--- config.mk ---
export PLATFORM = sky130hd
export DESIGN_NAME = kruskal_edge_union_find
export DESIGN_NICKNAME = d
export VERILOG_FILES = /design/src/hw/rtl/keuf_pkg.sv /design/src/hw/rtl/kruskal_edge_union_find.sv
export SDC_FILE = /design/constraint.sdc
export NUM_CORES = 2
export LEC_CHECK = 0
export BUFFER_PORTS_ARGS = -buffer_cell sky130_fd_sc_hd__buf_2
export CAP_MARGIN = 5
export CORE_ASPECT_RATIO = 0.8
export CORE_MARGIN = 2
export CORE_UTILIZATION = 43
export CTS_CLUSTER_SIZE = 8
export DETAILED_ROUTE_END_ITERATION = 12
export GPL_ROUTABILITY_DRIVEN = 0
export MAX_ROUTING_LAYER = met4
export PLACE_DENSITY = 0.56
export SLEW_MARGIN = 20
export SYNTH_ARGS = -nofsm -noshare
export SYNTH_HDL_FRONTEND = slang
export SYNTH_MEMORY_MAX_BITS = 65536
export SYNTH_SLANG_ARGS = --single-unit
export TNS_END_PERCENT = 1
--- constraint.sdc ---
create_clock -name clk -period 41.1 [get_ports clk]
set_input_delay 4.11 -clock clk [delete_from_list [all_inputs] [get_ports clk]]
set_output_delay 4.11 -clock clk [all_outputs]
set_load 0.01 [all_outputs]
--- src/hw/rtl/keuf_pkg.sv ---
// Shared constants and state type for the Kruskal union-find engine
`timescale 1ns / 1ps

package keuf_pkg;

  localparam int COUNT_W         = 9;
  localparam int NODE_W          = 8;
  localparam int TOTAL_W         = 39;
  localparam int SIZE_OUT_W      = 9;
  localparam int DEF_MAX_NODES   = 256;
  localparam int DEF_WEIGHT_BITS = 31;

  localparam logic [COUNT_W-1:0] NODE_COUNT_RST = 9'd256;

  localparam logic OP_CLEAR = 1'b0;
  localparam logic OP_EDGE  = 1'b1;

  typedef enum logic [3:0] {
    ST_INIT,
    ST_IDLE,
    ST_SWEEP,
    ST_WALK,
    ST_COMP_RD,
    ST_COMP_WR,
    ST_MERGE_SMALL,
    ST_MERGE_BIG,
    ST_DONE
  } keuf_state_t;

endpackage

--- src/hw/rtl/kruskal_edge_union_find.sv ---
// Union-find accept stage for Kruskal: root walks, path compression, union by size
// Edge item: root walk and path compression from a, then from b, then two merge writes
//   (small set, then big root), skipped when in one set; all on one node memory (1R1W).
// Bad-node item goes straight to the result; clear item makes one memory write per node in use.
// One item at a time; the next is taken while a finished result waits in the output register.
// Reset (synchronous rst_n): memory init sets every node as its own set, in_ready low; total 0, node count 256.
`timescale 1ns / 1ps

module kruskal_edge_union_find
  import keuf_pkg::*;
#(
  parameter int MAX_NODES   = DEF_MAX_NODES,
  parameter int WEIGHT_BITS = DEF_WEIGHT_BITS
) (
  input  logic                   clk,
  input  logic                   rst_n,
  input  logic                   in_valid,
  output logic                   in_ready,
  input  logic                   in_op,
  input  logic [NODE_W-1:0]      in_node_a,
  input  logic [NODE_W-1:0]      in_node_b,
  input  logic [WEIGHT_BITS-1:0] in_edge_weight,
  output logic                   out_valid,
  input  logic                   out_ready,
  output logic                   out_accepted,
  output logic                   out_bad_node,
  output logic [TOTAL_W-1:0]     out_running_total,
  output logic [SIZE_OUT_W-1:0]  out_merged_size,
  input  logic                   cfg_wr_en,
  input  logic [COUNT_W-1:0]     cfg_wr_data
);

  localparam int IDX_W  = $clog2(MAX_NODES);
  localparam int CNT_W  = $clog2(MAX_NODES + 1);
  localparam int UW     = (CNT_W > COUNT_W) ? CNT_W : COUNT_W;
  localparam int SZ_W   = CNT_W;
  localparam int WORD_W = SZ_W + IDX_W;

  localparam logic [UW-1:0]    MAXN_U = UW'(MAX_NODES);
  localparam logic [CNT_W-1:0] MAXN_C = CNT_W'(MAX_NODES);
  localparam logic [CNT_W-1:0] LAST_C = CNT_W'(MAX_NODES - 1);
  localparam logic [SZ_W:0]    MAXN_S = (SZ_W + 1)'(MAX_NODES);

  // node memory word: {set size, parent link}
  logic [WORD_W-1:0] mem [MAX_NODES];
  logic [WORD_W-1:0] rdata_r;
  logic              mem_we;
  logic [IDX_W-1:0]  mem_waddr;
  logic [WORD_W-1:0] mem_wdata;
  logic [IDX_W-1:0]  mem_raddr;

  keuf_state_t state_r, state_nxt;

  logic [COUNT_W-1:0]     node_count_r;
  logic [TOTAL_W-1:0]     total_r, total_nxt;
  logic [CNT_W-1:0]       cnt_r, cnt_nxt;
  logic [CNT_W-1:0]       sweep_end_r, sweep_end_nxt;
  logic [IDX_W-1:0]       cur_r, cur_nxt;
  logic [IDX_W-1:0]       start_r, start_nxt;
  logic [IDX_W-1:0]       node_b_r, node_b_nxt;
  logic [IDX_W-1:0]       root_r, root_nxt;
  logic [IDX_W-1:0]       ra_r, ra_nxt;
  logic [SZ_W-1:0]        size_a_r, size_a_nxt;
  logic [SZ_W-1:0]        size_b_r, size_b_nxt;
  logic                   side_r, side_nxt;
  logic [WEIGHT_BITS-1:0] w_r, w_nxt;
  logic                   res_acc_r, res_acc_nxt;
  logic                   res_bad_r, res_bad_nxt;
  logic [SZ_W-1:0]        res_size_r, res_size_nxt;

  logic                  out_valid_r, out_valid_nxt;
  logic                  out_accepted_r, out_accepted_nxt;
  logic                  out_bad_node_r, out_bad_node_nxt;
  logic [TOTAL_W-1:0]    out_total_r, out_total_nxt;
  logic [SIZE_OUT_W-1:0] out_size_r, out_size_nxt;

  logic [IDX_W-1:0] rd_parent;
  logic [SZ_W-1:0]  rd_size;
  logic [UW-1:0]    nc_u, n_use, a_u, b_u;
  logic [IDX_W-1:0] a_idx, b_idx;
  logic             b_big;
  logic [IDX_W-1:0] big_idx, small_idx;
  logic [SZ_W-1:0]  small_size;
  logic [SZ_W:0]    size_sum;
  logic [SZ_W-1:0]  size_sat;
  logic [TOTAL_W:0] total_sum;
  logic [UW-1:0]    res_size_u;

  assign rd_parent = rdata_r[IDX_W-1:0];
  assign rd_size   = rdata_r[WORD_W-1:IDX_W];

  assign nc_u  = UW'(node_count_r);
  assign n_use = (nc_u > MAXN_U) ? MAXN_U : nc_u;
  assign a_u   = UW'(in_node_a);
  assign b_u   = UW'(in_node_b);
  assign a_idx = a_u[IDX_W-1:0];
  assign b_idx = b_u[IDX_W-1:0];

  assign b_big      = size_b_r > size_a_r;
  assign big_idx    = b_big ? root_r : ra_r;
  assign small_idx  = b_big ? ra_r : root_r;
  assign small_size = b_big ? size_a_r : size_b_r;
  assign size_sum   = (SZ_W + 1)'(size_a_r) + (SZ_W + 1)'(size_b_r);
  assign size_sat   = (size_sum > MAXN_S) ? MAXN_S[SZ_W-1:0] : size_sum[SZ_W-1:0];
  assign total_sum  = (TOTAL_W + 1)'(total_r) + (TOTAL_W + 1)'(w_r);
  assign res_size_u = UW'(res_size_r);

  always_ff @(posedge clk) begin
    if (mem_we) begin
      mem[mem_waddr] <= mem_wdata;
    end
    rdata_r <= mem[mem_raddr];
  end

  always_comb begin
    state_nxt        = state_r;
    total_nxt        = total_r;
    cnt_nxt          = cnt_r;
    sweep_end_nxt    = sweep_end_r;
    cur_nxt          = cur_r;
    start_nxt        = start_r;
    node_b_nxt       = node_b_r;
    root_nxt         = root_r;
    ra_nxt           = ra_r;
    size_a_nxt       = size_a_r;
    size_b_nxt       = size_b_r;
    side_nxt         = side_r;
    w_nxt            = w_r;
    res_acc_nxt      = res_acc_r;
    res_bad_nxt      = res_bad_r;
    res_size_nxt     = res_size_r;
    out_valid_nxt    = out_valid_r && !out_ready;
    out_accepted_nxt = out_accepted_r;
    out_bad_node_nxt = out_bad_node_r;
    out_total_nxt    = out_total_r;
    out_size_nxt     = out_size_r;
    mem_we           = 1'b0;
    mem_waddr        = cur_r;
    mem_wdata        = '0;
    mem_raddr        = cur_r;
    in_ready         = 1'b0;

    unique case (state_r)
      ST_INIT: begin
        mem_we    = 1'b1;
        mem_waddr = cnt_r[IDX_W-1:0];
        mem_wdata = {SZ_W'(1), cnt_r[IDX_W-1:0]};
        if (cnt_r == LAST_C) begin
          cnt_nxt   = '0;
          state_nxt = ST_IDLE;
        end else begin
          cnt_nxt = cnt_r + 1'b1;
        end
      end
      ST_IDLE: begin
        in_ready = 1'b1;
        if (in_valid) begin
          w_nxt        = in_edge_weight;
          res_acc_nxt  = 1'b0;
          res_bad_nxt  = 1'b0;
          res_size_nxt = '0;
          if (in_op == OP_CLEAR) begin
            total_nxt     = '0;
            cnt_nxt       = '0;
            sweep_end_nxt = n_use[CNT_W-1:0];
            state_nxt     = ST_SWEEP;
          end else if (a_u >= n_use || b_u >= n_use) begin
            res_bad_nxt = 1'b1;
            state_nxt   = ST_DONE;
          end else begin
            cur_nxt    = a_idx;
            start_nxt  = a_idx;
            node_b_nxt = b_idx;
            side_nxt   = 1'b0;
            cnt_nxt    = '0;
            mem_raddr  = a_idx;
            state_nxt  = ST_WALK;
          end
        end
      end
      ST_SWEEP: begin
        if (cnt_r == sweep_end_r) begin
          state_nxt = ST_DONE;
        end else begin
          mem_we    = 1'b1;
          mem_waddr = cnt_r[IDX_W-1:0];
          mem_wdata = {SZ_W'(1), cnt_r[IDX_W-1:0]};
          cnt_nxt   = cnt_r + 1'b1;
        end
      end
      ST_WALK: begin
        if (rd_parent == cur_r || cnt_r == MAXN_C) begin
          root_nxt = cur_r;
          if (side_r) begin
            size_b_nxt = rd_size;
          end else begin
            size_a_nxt = rd_size;
          end
          cur_nxt   = start_r;
          cnt_nxt   = '0;
          state_nxt = ST_COMP_RD;
        end else begin
          cur_nxt   = rd_parent;
          cnt_nxt   = cnt_r + 1'b1;
          mem_raddr = rd_parent;
        end
      end
      ST_COMP_RD: begin
        if (cur_r == root_r || cnt_r == MAXN_C) begin
          if (!side_r) begin
            ra_nxt     = root_r;
            side_nxt   = 1'b1;
            cur_nxt    = node_b_r;
            start_nxt  = node_b_r;
            cnt_nxt    = '0;
            mem_raddr  = node_b_r;
            state_nxt  = ST_WALK;
          end else if (root_r == ra_r) begin
            state_nxt = ST_DONE;
          end else begin
            state_nxt = ST_MERGE_SMALL;
          end
        end else begin
          state_nxt = ST_COMP_WR;
        end
      end
      ST_COMP_WR: begin
        mem_we    = 1'b1;
        mem_waddr = cur_r;
        mem_wdata = {rd_size, root_r};
        cur_nxt   = rd_parent;
        cnt_nxt   = cnt_r + 1'b1;
        state_nxt = ST_COMP_RD;
      end
      ST_MERGE_SMALL: begin
        mem_we       = 1'b1;
        mem_waddr    = small_idx;
        mem_wdata    = {small_size, big_idx};
        res_size_nxt = size_sat;
        state_nxt    = ST_MERGE_BIG;
      end
      ST_MERGE_BIG: begin
        mem_we      = 1'b1;
        mem_waddr   = big_idx;
        mem_wdata   = {res_size_r, big_idx};
        total_nxt   = total_sum[TOTAL_W] ? '1 : total_sum[TOTAL_W-1:0];
        res_acc_nxt = 1'b1;
        state_nxt   = ST_DONE;
      end
      ST_DONE: begin
        if (!out_valid_r || out_ready) begin
          out_valid_nxt    = 1'b1;
          out_accepted_nxt = res_acc_r;
          out_bad_node_nxt = res_bad_r;
          out_total_nxt    = total_r;
          out_size_nxt     = res_size_u[SIZE_OUT_W-1:0];
          state_nxt        = ST_IDLE;
        end
      end
      default: begin
        state_nxt = ST_IDLE;
      end
    endcase
  end

  always_ff @(posedge clk) begin
    if (!rst_n) begin
      state_r      <= ST_INIT;
      node_count_r <= NODE_COUNT_RST;
      total_r      <= '0;
      cnt_r        <= '0;
      sweep_end_r  <= '0;
      side_r       <= 1'b0;
      out_valid_r  <= 1'b0;
    end else begin
      state_r      <= state_nxt;
      node_count_r <= cfg_wr_en ? cfg_wr_data : node_count_r;
      total_r      <= total_nxt;
      cnt_r        <= cnt_nxt;
      sweep_end_r  <= sweep_end_nxt;
      side_r       <= side_nxt;
      out_valid_r  <= out_valid_nxt;
    end
  end

  always_ff @(posedge clk) begin
    cur_r          <= cur_nxt;
    start_r        <= start_nxt;
    node_b_r       <= node_b_nxt;
    root_r         <= root_nxt;
    ra_r           <= ra_nxt;
    size_a_r       <= size_a_nxt;
    size_b_r       <= size_b_nxt;
    w_r            <= w_nxt;
    res_acc_r      <= res_acc_nxt;
    res_bad_r      <= res_bad_nxt;
    res_size_r     <= res_size_nxt;
    out_accepted_r <= out_accepted_nxt;
    out_bad_node_r <= out_bad_node_nxt;
    out_total_r    <= out_total_nxt;
    out_size_r     <= out_size_nxt;
  end

  assign out_valid         = out_valid_r;
  assign out_accepted      = out_accepted_r;
  assign out_bad_node      = out_bad_node_r;
  assign out_running_total = out_total_r;
  assign out_merged_size   = out_size_r;

  a_bad_not_merged: assert property (@(posedge clk) disable iff (!rst_n)
    out_valid && out_bad_node |-> !out_accepted && out_merged_size == '0)
    else $error("bad-node item reported as merged");

  a_idle_no_write: assert property (@(posedge clk) disable iff (!rst_n)
    state_r == ST_IDLE |-> !mem_we)
    else $error("node memory written while idle");

  a_step_bound: assert property (@(posedge clk) disable iff (!rst_n)
    (state_r == ST_WALK || state_r == ST_COMP_RD || state_r == ST_COMP_WR)
      |-> cnt_r <= MAXN_C)
    else $error("walk step count beyond node limit");

  a_result_from_done: assert property (@(posedge clk) disable iff (!rst_n)
    $rose(out_valid) |-> $past(state_r) == ST_DONE)
    else $error("result raised outside completion");

endmodule

Word level (Yosys, flattened, before mapping)
Memory sizes are Yosys's and may differ from the RTL's. A register that Yosys moved wholly into a read port is not among the register bits. Cells that the tools add are included.

$add $sub $neg: 3. Order comparisons: 5. Eq/ne operators: 26. Multiplexer cells: 65. Bitwise operators: 3. Reductions and logical operators: 29.

Operators with widths (count): 2-to-1 mux 8 bit (15); 2-to-1 mux 39 bit (3); 2-to-1 mux 9 bit (13); case mux 17 bit (5 select lines) (1); case mux 39 bit (2 select lines) (1); case mux 8 bit (4 select lines) (2); case mux 9 bit (6 select lines) (1); adder 39 x 31 -> 40 bit (1); 2-to-1 mux 4 bit (10); case mux 4 bit (9 select lines) (1); equality test 8 bit (3); case mux 8 bit (3 select lines) (1); != test 2 bit (second input constant) (11); greater-or-equal comparator 8 x 9 -> 1 bit (2); case mux 9 bit (2 select lines) (1); equality test 4 x 3 -> 1 bit (second input constant) (4); case mux 8 bit (2 select lines) (1); AND reduction 3 bit (5); 2-to-1 mux 1 bit (12); AND reduction 6 bit (2); adder 9 x 9 -> 10 bit (1); > comparator 10 x 9 -> 1 bit (second input constant) (1); AND reduction 2 bit (5); AND reduction 5 bit (2); other kinds (21) (32).

Register bits after elaboration: 222. Memory bits (writable): 4352. Output and inout port bits: 52. Word-level logic and storage cells: 154. Memories kept: 1.

Memory list: mem (words 256, bits a word 17, rd ports 1, clocked after memory_dff 1, write ports 1, RTL line kruskal_edge_union_find.sv:45) `logic [WORD_W-1:0] mem [MAX_NODES];`.

Logic depth before layout (Yosys ltp)
Depth in word-level cells: 8. Gate-level depth with buffers: 21.

Least setup slack after synthesis
No wires, ideal clock.

Path type: register -> register. Start point: register size_a_r[1]. End point: memory mem[0][8] in the netlist's numbering, data pin. Arrival: 12.262 ns. Path slack: 26.651 ns. Stages on the path, launching flop included: 13. Path buffers: 1. Cell sequence: edfxtp_1 -> inv_1 -> ha_1 -> nor2b_1 -> o21ai_0 -> a21oi_1 -> o21ai_0 -> a21oi_1 -> o21ai_0 -> a221oi_2 -> clkbuf_1 -> a21oi_1 -> o21ai_0.

Word-level cells in the longest chain between the ends: 3.

RTL lines: from (decl) (RTL line kruskal_edge_union_find.sv:63) `logic [SZ_W-1:0] size_a_r, size_a_nxt;`; from (signal assigned) (RTL line kruskal_edge_union_find.sv:292) `size_a_r <= size_a_nxt;`; > comparator 9 bit (RTL line kruskal_edge_union_find.sv:99) `assign b_big = size_b_r > size_a_r;`; 2-to-1 mux 9 bit (RTL line kruskal_edge_union_find.sv:102) `assign small_size = b_big ? size_a_r : size_b_r;`; case mux 17 bit (5 select lines) (RTL line kruskal_edge_union_find.sv:143) `unique case (state_r)`; net mem_wdata[8] (RTL line kruskal_edge_union_find.sv:49) `logic [WORD_W-1:0] mem_wdata;`; to (decl) (RTL line kruskal_edge_union_find.sv:45).

The timed path passes the listed nets, and every way through them passes these cells.

Final worst setup path
Start point: input port in_node_a[6]. End point: register rdata_r[15] (read register of mem).

Word-level cells in the longest chain between the ends: 6.

RTL lines: from (decl) (RTL line kruskal_edge_union_find.sv:20) `input logic [NODE_W-1:0] in_node_a,`; greater-or-equal comparator 8 x 9 -> 1 bit (RTL line kruskal_edge_union_find.sv:167) `end else if (a_u >= n_use || b_u >= n_use) begin`; logical OR 1 bit (RTL line kruskal_edge_union_find.sv:167); 2-to-1 mux 8 bit *; 2-to-1 mux 8 bit * (RTL line kruskal_edge_union_find.sv:162) `if (in_op == OP_CLEAR) begin`; 2-to-1 mux 8 bit * (RTL line kruskal_edge_union_find.sv:157) `if (in_valid) begin`; case mux 8 bit (3 select lines) * (RTL line kruskal_edge_union_find.sv:143); to (decl) (RTL line kruskal_edge_union_find.sv:46) `logic [WORD_W-1:0] rdata_r;`.

Mark *: on every way between the ends. The rest lies on a longest branch, timed or not. A chain may end at the register's enable or synchronous reset.

==> out/results.ini <==
[power]
p_per_area_nw_per_um2=48.07
internal-power_mw=7.963
power.leakage_nw=70.44
pwr-share-seq=0.515
switching_power_mw=1.948
ir_drop_mv=0.04986
power_frac_clock=0.478
combPwrFrac=0.007
netSwitchingFraction=0.1966

[drt]
drtPass1Iterations=6
first_iter_violations=12410
wl_mm=525.1
wl_per_cell_um=31.95
detail-route-antenna-nets=0
drc=0
viasPerCell=6.056
via_count=99540

[final_layout]
area_growth_syn_to_layout_pct=15.42
final_common_cell=edfxtp_1
drive_gt1_frac=0.1401
final.fill_count=33460
final_cell_mix=4,502 x edfxtp_1, 2,217 x mux2i_1, 1,125 x o22ai_1
nets=10840

[timing]
finalClockSkew_ns=0.04799
tightest_slew_ns=1.195
finalHoldViolations=0
tns_ns=0
final-setup-viol-count=0
slew_headroom=0.1932
timing.fmax_mhz=74.65
min_period_over_period=0.3259
maxSlewViolCount=0
finalCriticalPeriod_ns=13.40
setup_ws_ns=27.70
rsz0062_at_grt=false

[worst_setup_path]
cp.required_ns=42.02
end_kind=flop
worstSetupPathType=input pin to flop
path_max_fanout=135
r2r-start=rdata_r[6]
arrival_ns=14.31
start_kind=input pin
cp-startpoint=in_node_a[6]
reg2regPathDepth=20

[floorplan]
dieWidth_um=724.6
dieArea_um2=420600
initial_core_util=0.4324
dieHeight_um=580.5
core-area_um2=413200
rows=211
boundaryPins=114

[logic_synthesis]
synth_edf_count=4502
syn-instance-count=10050
ys_seq_area_frac=0.7668
synth_area_leader_cell=edfxtp_1
async_flop_share=0
ys_ff_latch=4591
yosysWarnings=0
netlist_area_um2=178600
synth_nets=10180
syn_avg_cell_area_um2=17.78
synth_top_area_frac=0.7568
synth_flop_cell=edfxtp_1
synthTopCellsByArea=edfxtp_1 76%, mux2i_1 12%, o22ai_1 4.0%
synth.distinct_cells=76

[clocking]
cts_hold_buf=0
path_clk_slew_ns=0.05
cts_tree=built
clockBufferDepth=4
cts_max_level=6
clock-sinks=4591
postCtsSetupBuffers=0
cts-root-buf=clkbuf_16
numCtsBuffers=644
clkLatencyLatePin_ns=1.08
cts_resized=0

[global_route]
grt_pass1_vias=94580
grt_max_degree=180
grt_pass1_wl_mm=730.4
antenna_found_initial=30
track_usage=0.2491
overflow=0

[hold_path]
worstHoldStart=res_acc_r
min_path_type=flop to flop
hold_depth=0

[placed_design]
portBuffers=113
place_hpwl_mm=305.2
place_ws_ns=26.37

[run_status]
outcome=complete, no violations

[run]
maxCapViolations=0

-- critical path: stages --
cell       delay [ns]
buf_2            0.13
ha_1             0.30
a21oi_1          0.09
nor3b_1          0.26
nor4bb_1         0.10
a41o_1           0.30
nand2_1          0.40
inv_1            0.18
o2111ai_4        0.22
buf_4            0.55
buf_4            0.84
buf_4            0.89
buf_4            0.72
buf_12           0.64
buf_4            0.93
buf_6            0.74
mux2i_1          0.27
o22ai_1          0.10
o41ai_1          1.06
nand4_1          0.66
o22ai_1          0.45
nor2_1           0.07
-- sequential cells by signal, indices dropped and copies added, names as in the netlist, 4 cells and up --
name / flops
mem: 4352
out_running_total: 39
total_r: 39
w_r: 31
rdata_r: 17
cnt_r: 9
nc_u: 9
out_merged_size: 9
res_size_r: 9
size_a_r: 9
size_b_r: 9
sweep_end_r: 9
cur_r: 8
node_b_r: 8
ra_r: 8
root_r: 8
start_r: 8
state_r: 4
-- through the flow --
step	area, µm²	hold slack [ns]	instances	util	power, mW
CTS	205900	0.4177	16410	0.4984	9.976
global route	206100	0.4237	16420	0.4989	10.17
finish	206200	0.4177	16440	0.4990	9.912
global placement	187900	0.4046	15580	0.4548	5.253
floorplan	178600	0.4003	10050	-	5.220
detailed placement	188400	0.4054	15600	0.4559	5.255
-- routing by layer --
| layer | routed length (µm) | share of wire | GRT usage | vias to the layer above |
|---|---|---|---|---|
| li1 | - | - | - | 42100 |
| met1 | 231500 | 0.44 | 0.3697 | 51860 |
| met2 | 228900 | 0.44 | 0.3542 | 4927 |
| met3 | 54100 | 0.10 | 0.05145 | 654 |
| met4 | 10560 | 0.020 | 0.05498 | 0 |
| met5 | 0 | 0 | - | - |
-- cell type report --
type                            count  area, µm²  area share
Inverter                           49      215.2    0.001044
Clock inverter                     47      668.1    0.003240
Timing Repair Buffer              620       4652     0.02256
Multi-Input combinational cell   4804      39790      0.1930
Tap cell                         5538       6929     0.03361
Antenna cell                       24      60.06   0.0002913
Sequential cell                  4591     137000      0.6643
Clock buffer                      764      16900     0.08194
-- power groups by stage --
stage	Combinational (mW)	Clock, mW	Sequential (mW)
global route	0.0679	5.00	5.10
CTS	0.0630	4.81	5.10
floorplan	0.0252	0	5.19
finish	0.0653	4.74	5.10
global placement	0.0617	0	5.19
detailed placement	0.0628	0	5.19
-- Yosys cell counts (5+ instances only) --
| master | number |
|---|---|
| edfxtp_1 | 4502 |
| mux2i_1 | 2217 |
| o22ai_1 | 1133 |
| nor2_1 | 383 |
| buf_2 | 327 |
| o41ai_1 | 273 |
| clkbuf_1 | 202 |
| nand2_1 | 125 |
| a21oi_1 | 96 |
| dfxtp_1 | 89 |
| nand4_1 | 80 |
| ha_1 | 69 |
| buf_4 | 51 |
| inv_1 | 48 |
| nand3_1 | 48 |
| o21ai_0 | 41 |
| xnor2_1 | 41 |
| xor2_1 | 31 |
| a311oi_1 | 29 |
| a21o_1 | 22 |
| nand2b_1 | 20 |
| nor2b_1 | 20 |
| buf_1 | 18 |
| nor3_1 | 15 |
| a221oi_1 | 14 |
| a221o_1 | 11 |
| and3_1 | 10 |
| a211oi_1 | 8 |
| o211ai_1 | 8 |
| and2_1 | 7 |
| o21bai_1 | 7 |
| or2_2 | 7 |
| or3_1 | 7 |
| a21boi_0 | 6 |
| a22oi_1 | 6 |
| o21a_1 | 6 |
| nor4_1 | 5 |
-- path summary, 6_finish.rpt --
kind / end / slack (ns)
min reg2reg: out_accepted / 0.42
max reg2reg: rdata_r[15] / 29.54
min: out_accepted / 0.42
max: rdata_r[15] / 27.70
-- kinds of logic after synthesis --
group | count (synthesis) | synth area share
xor+xnor | 72 | 0.003530
flops | 4591 | 0.7668
mux | 2220 | 0.1244
simple gates | 744 | 0.01883
fa+ha+maj | 71 | 0.005057
compound gates | 1697 | 0.06430
buf+inv | 650 | 0.01711
Power figures use the tool's default switching activity.
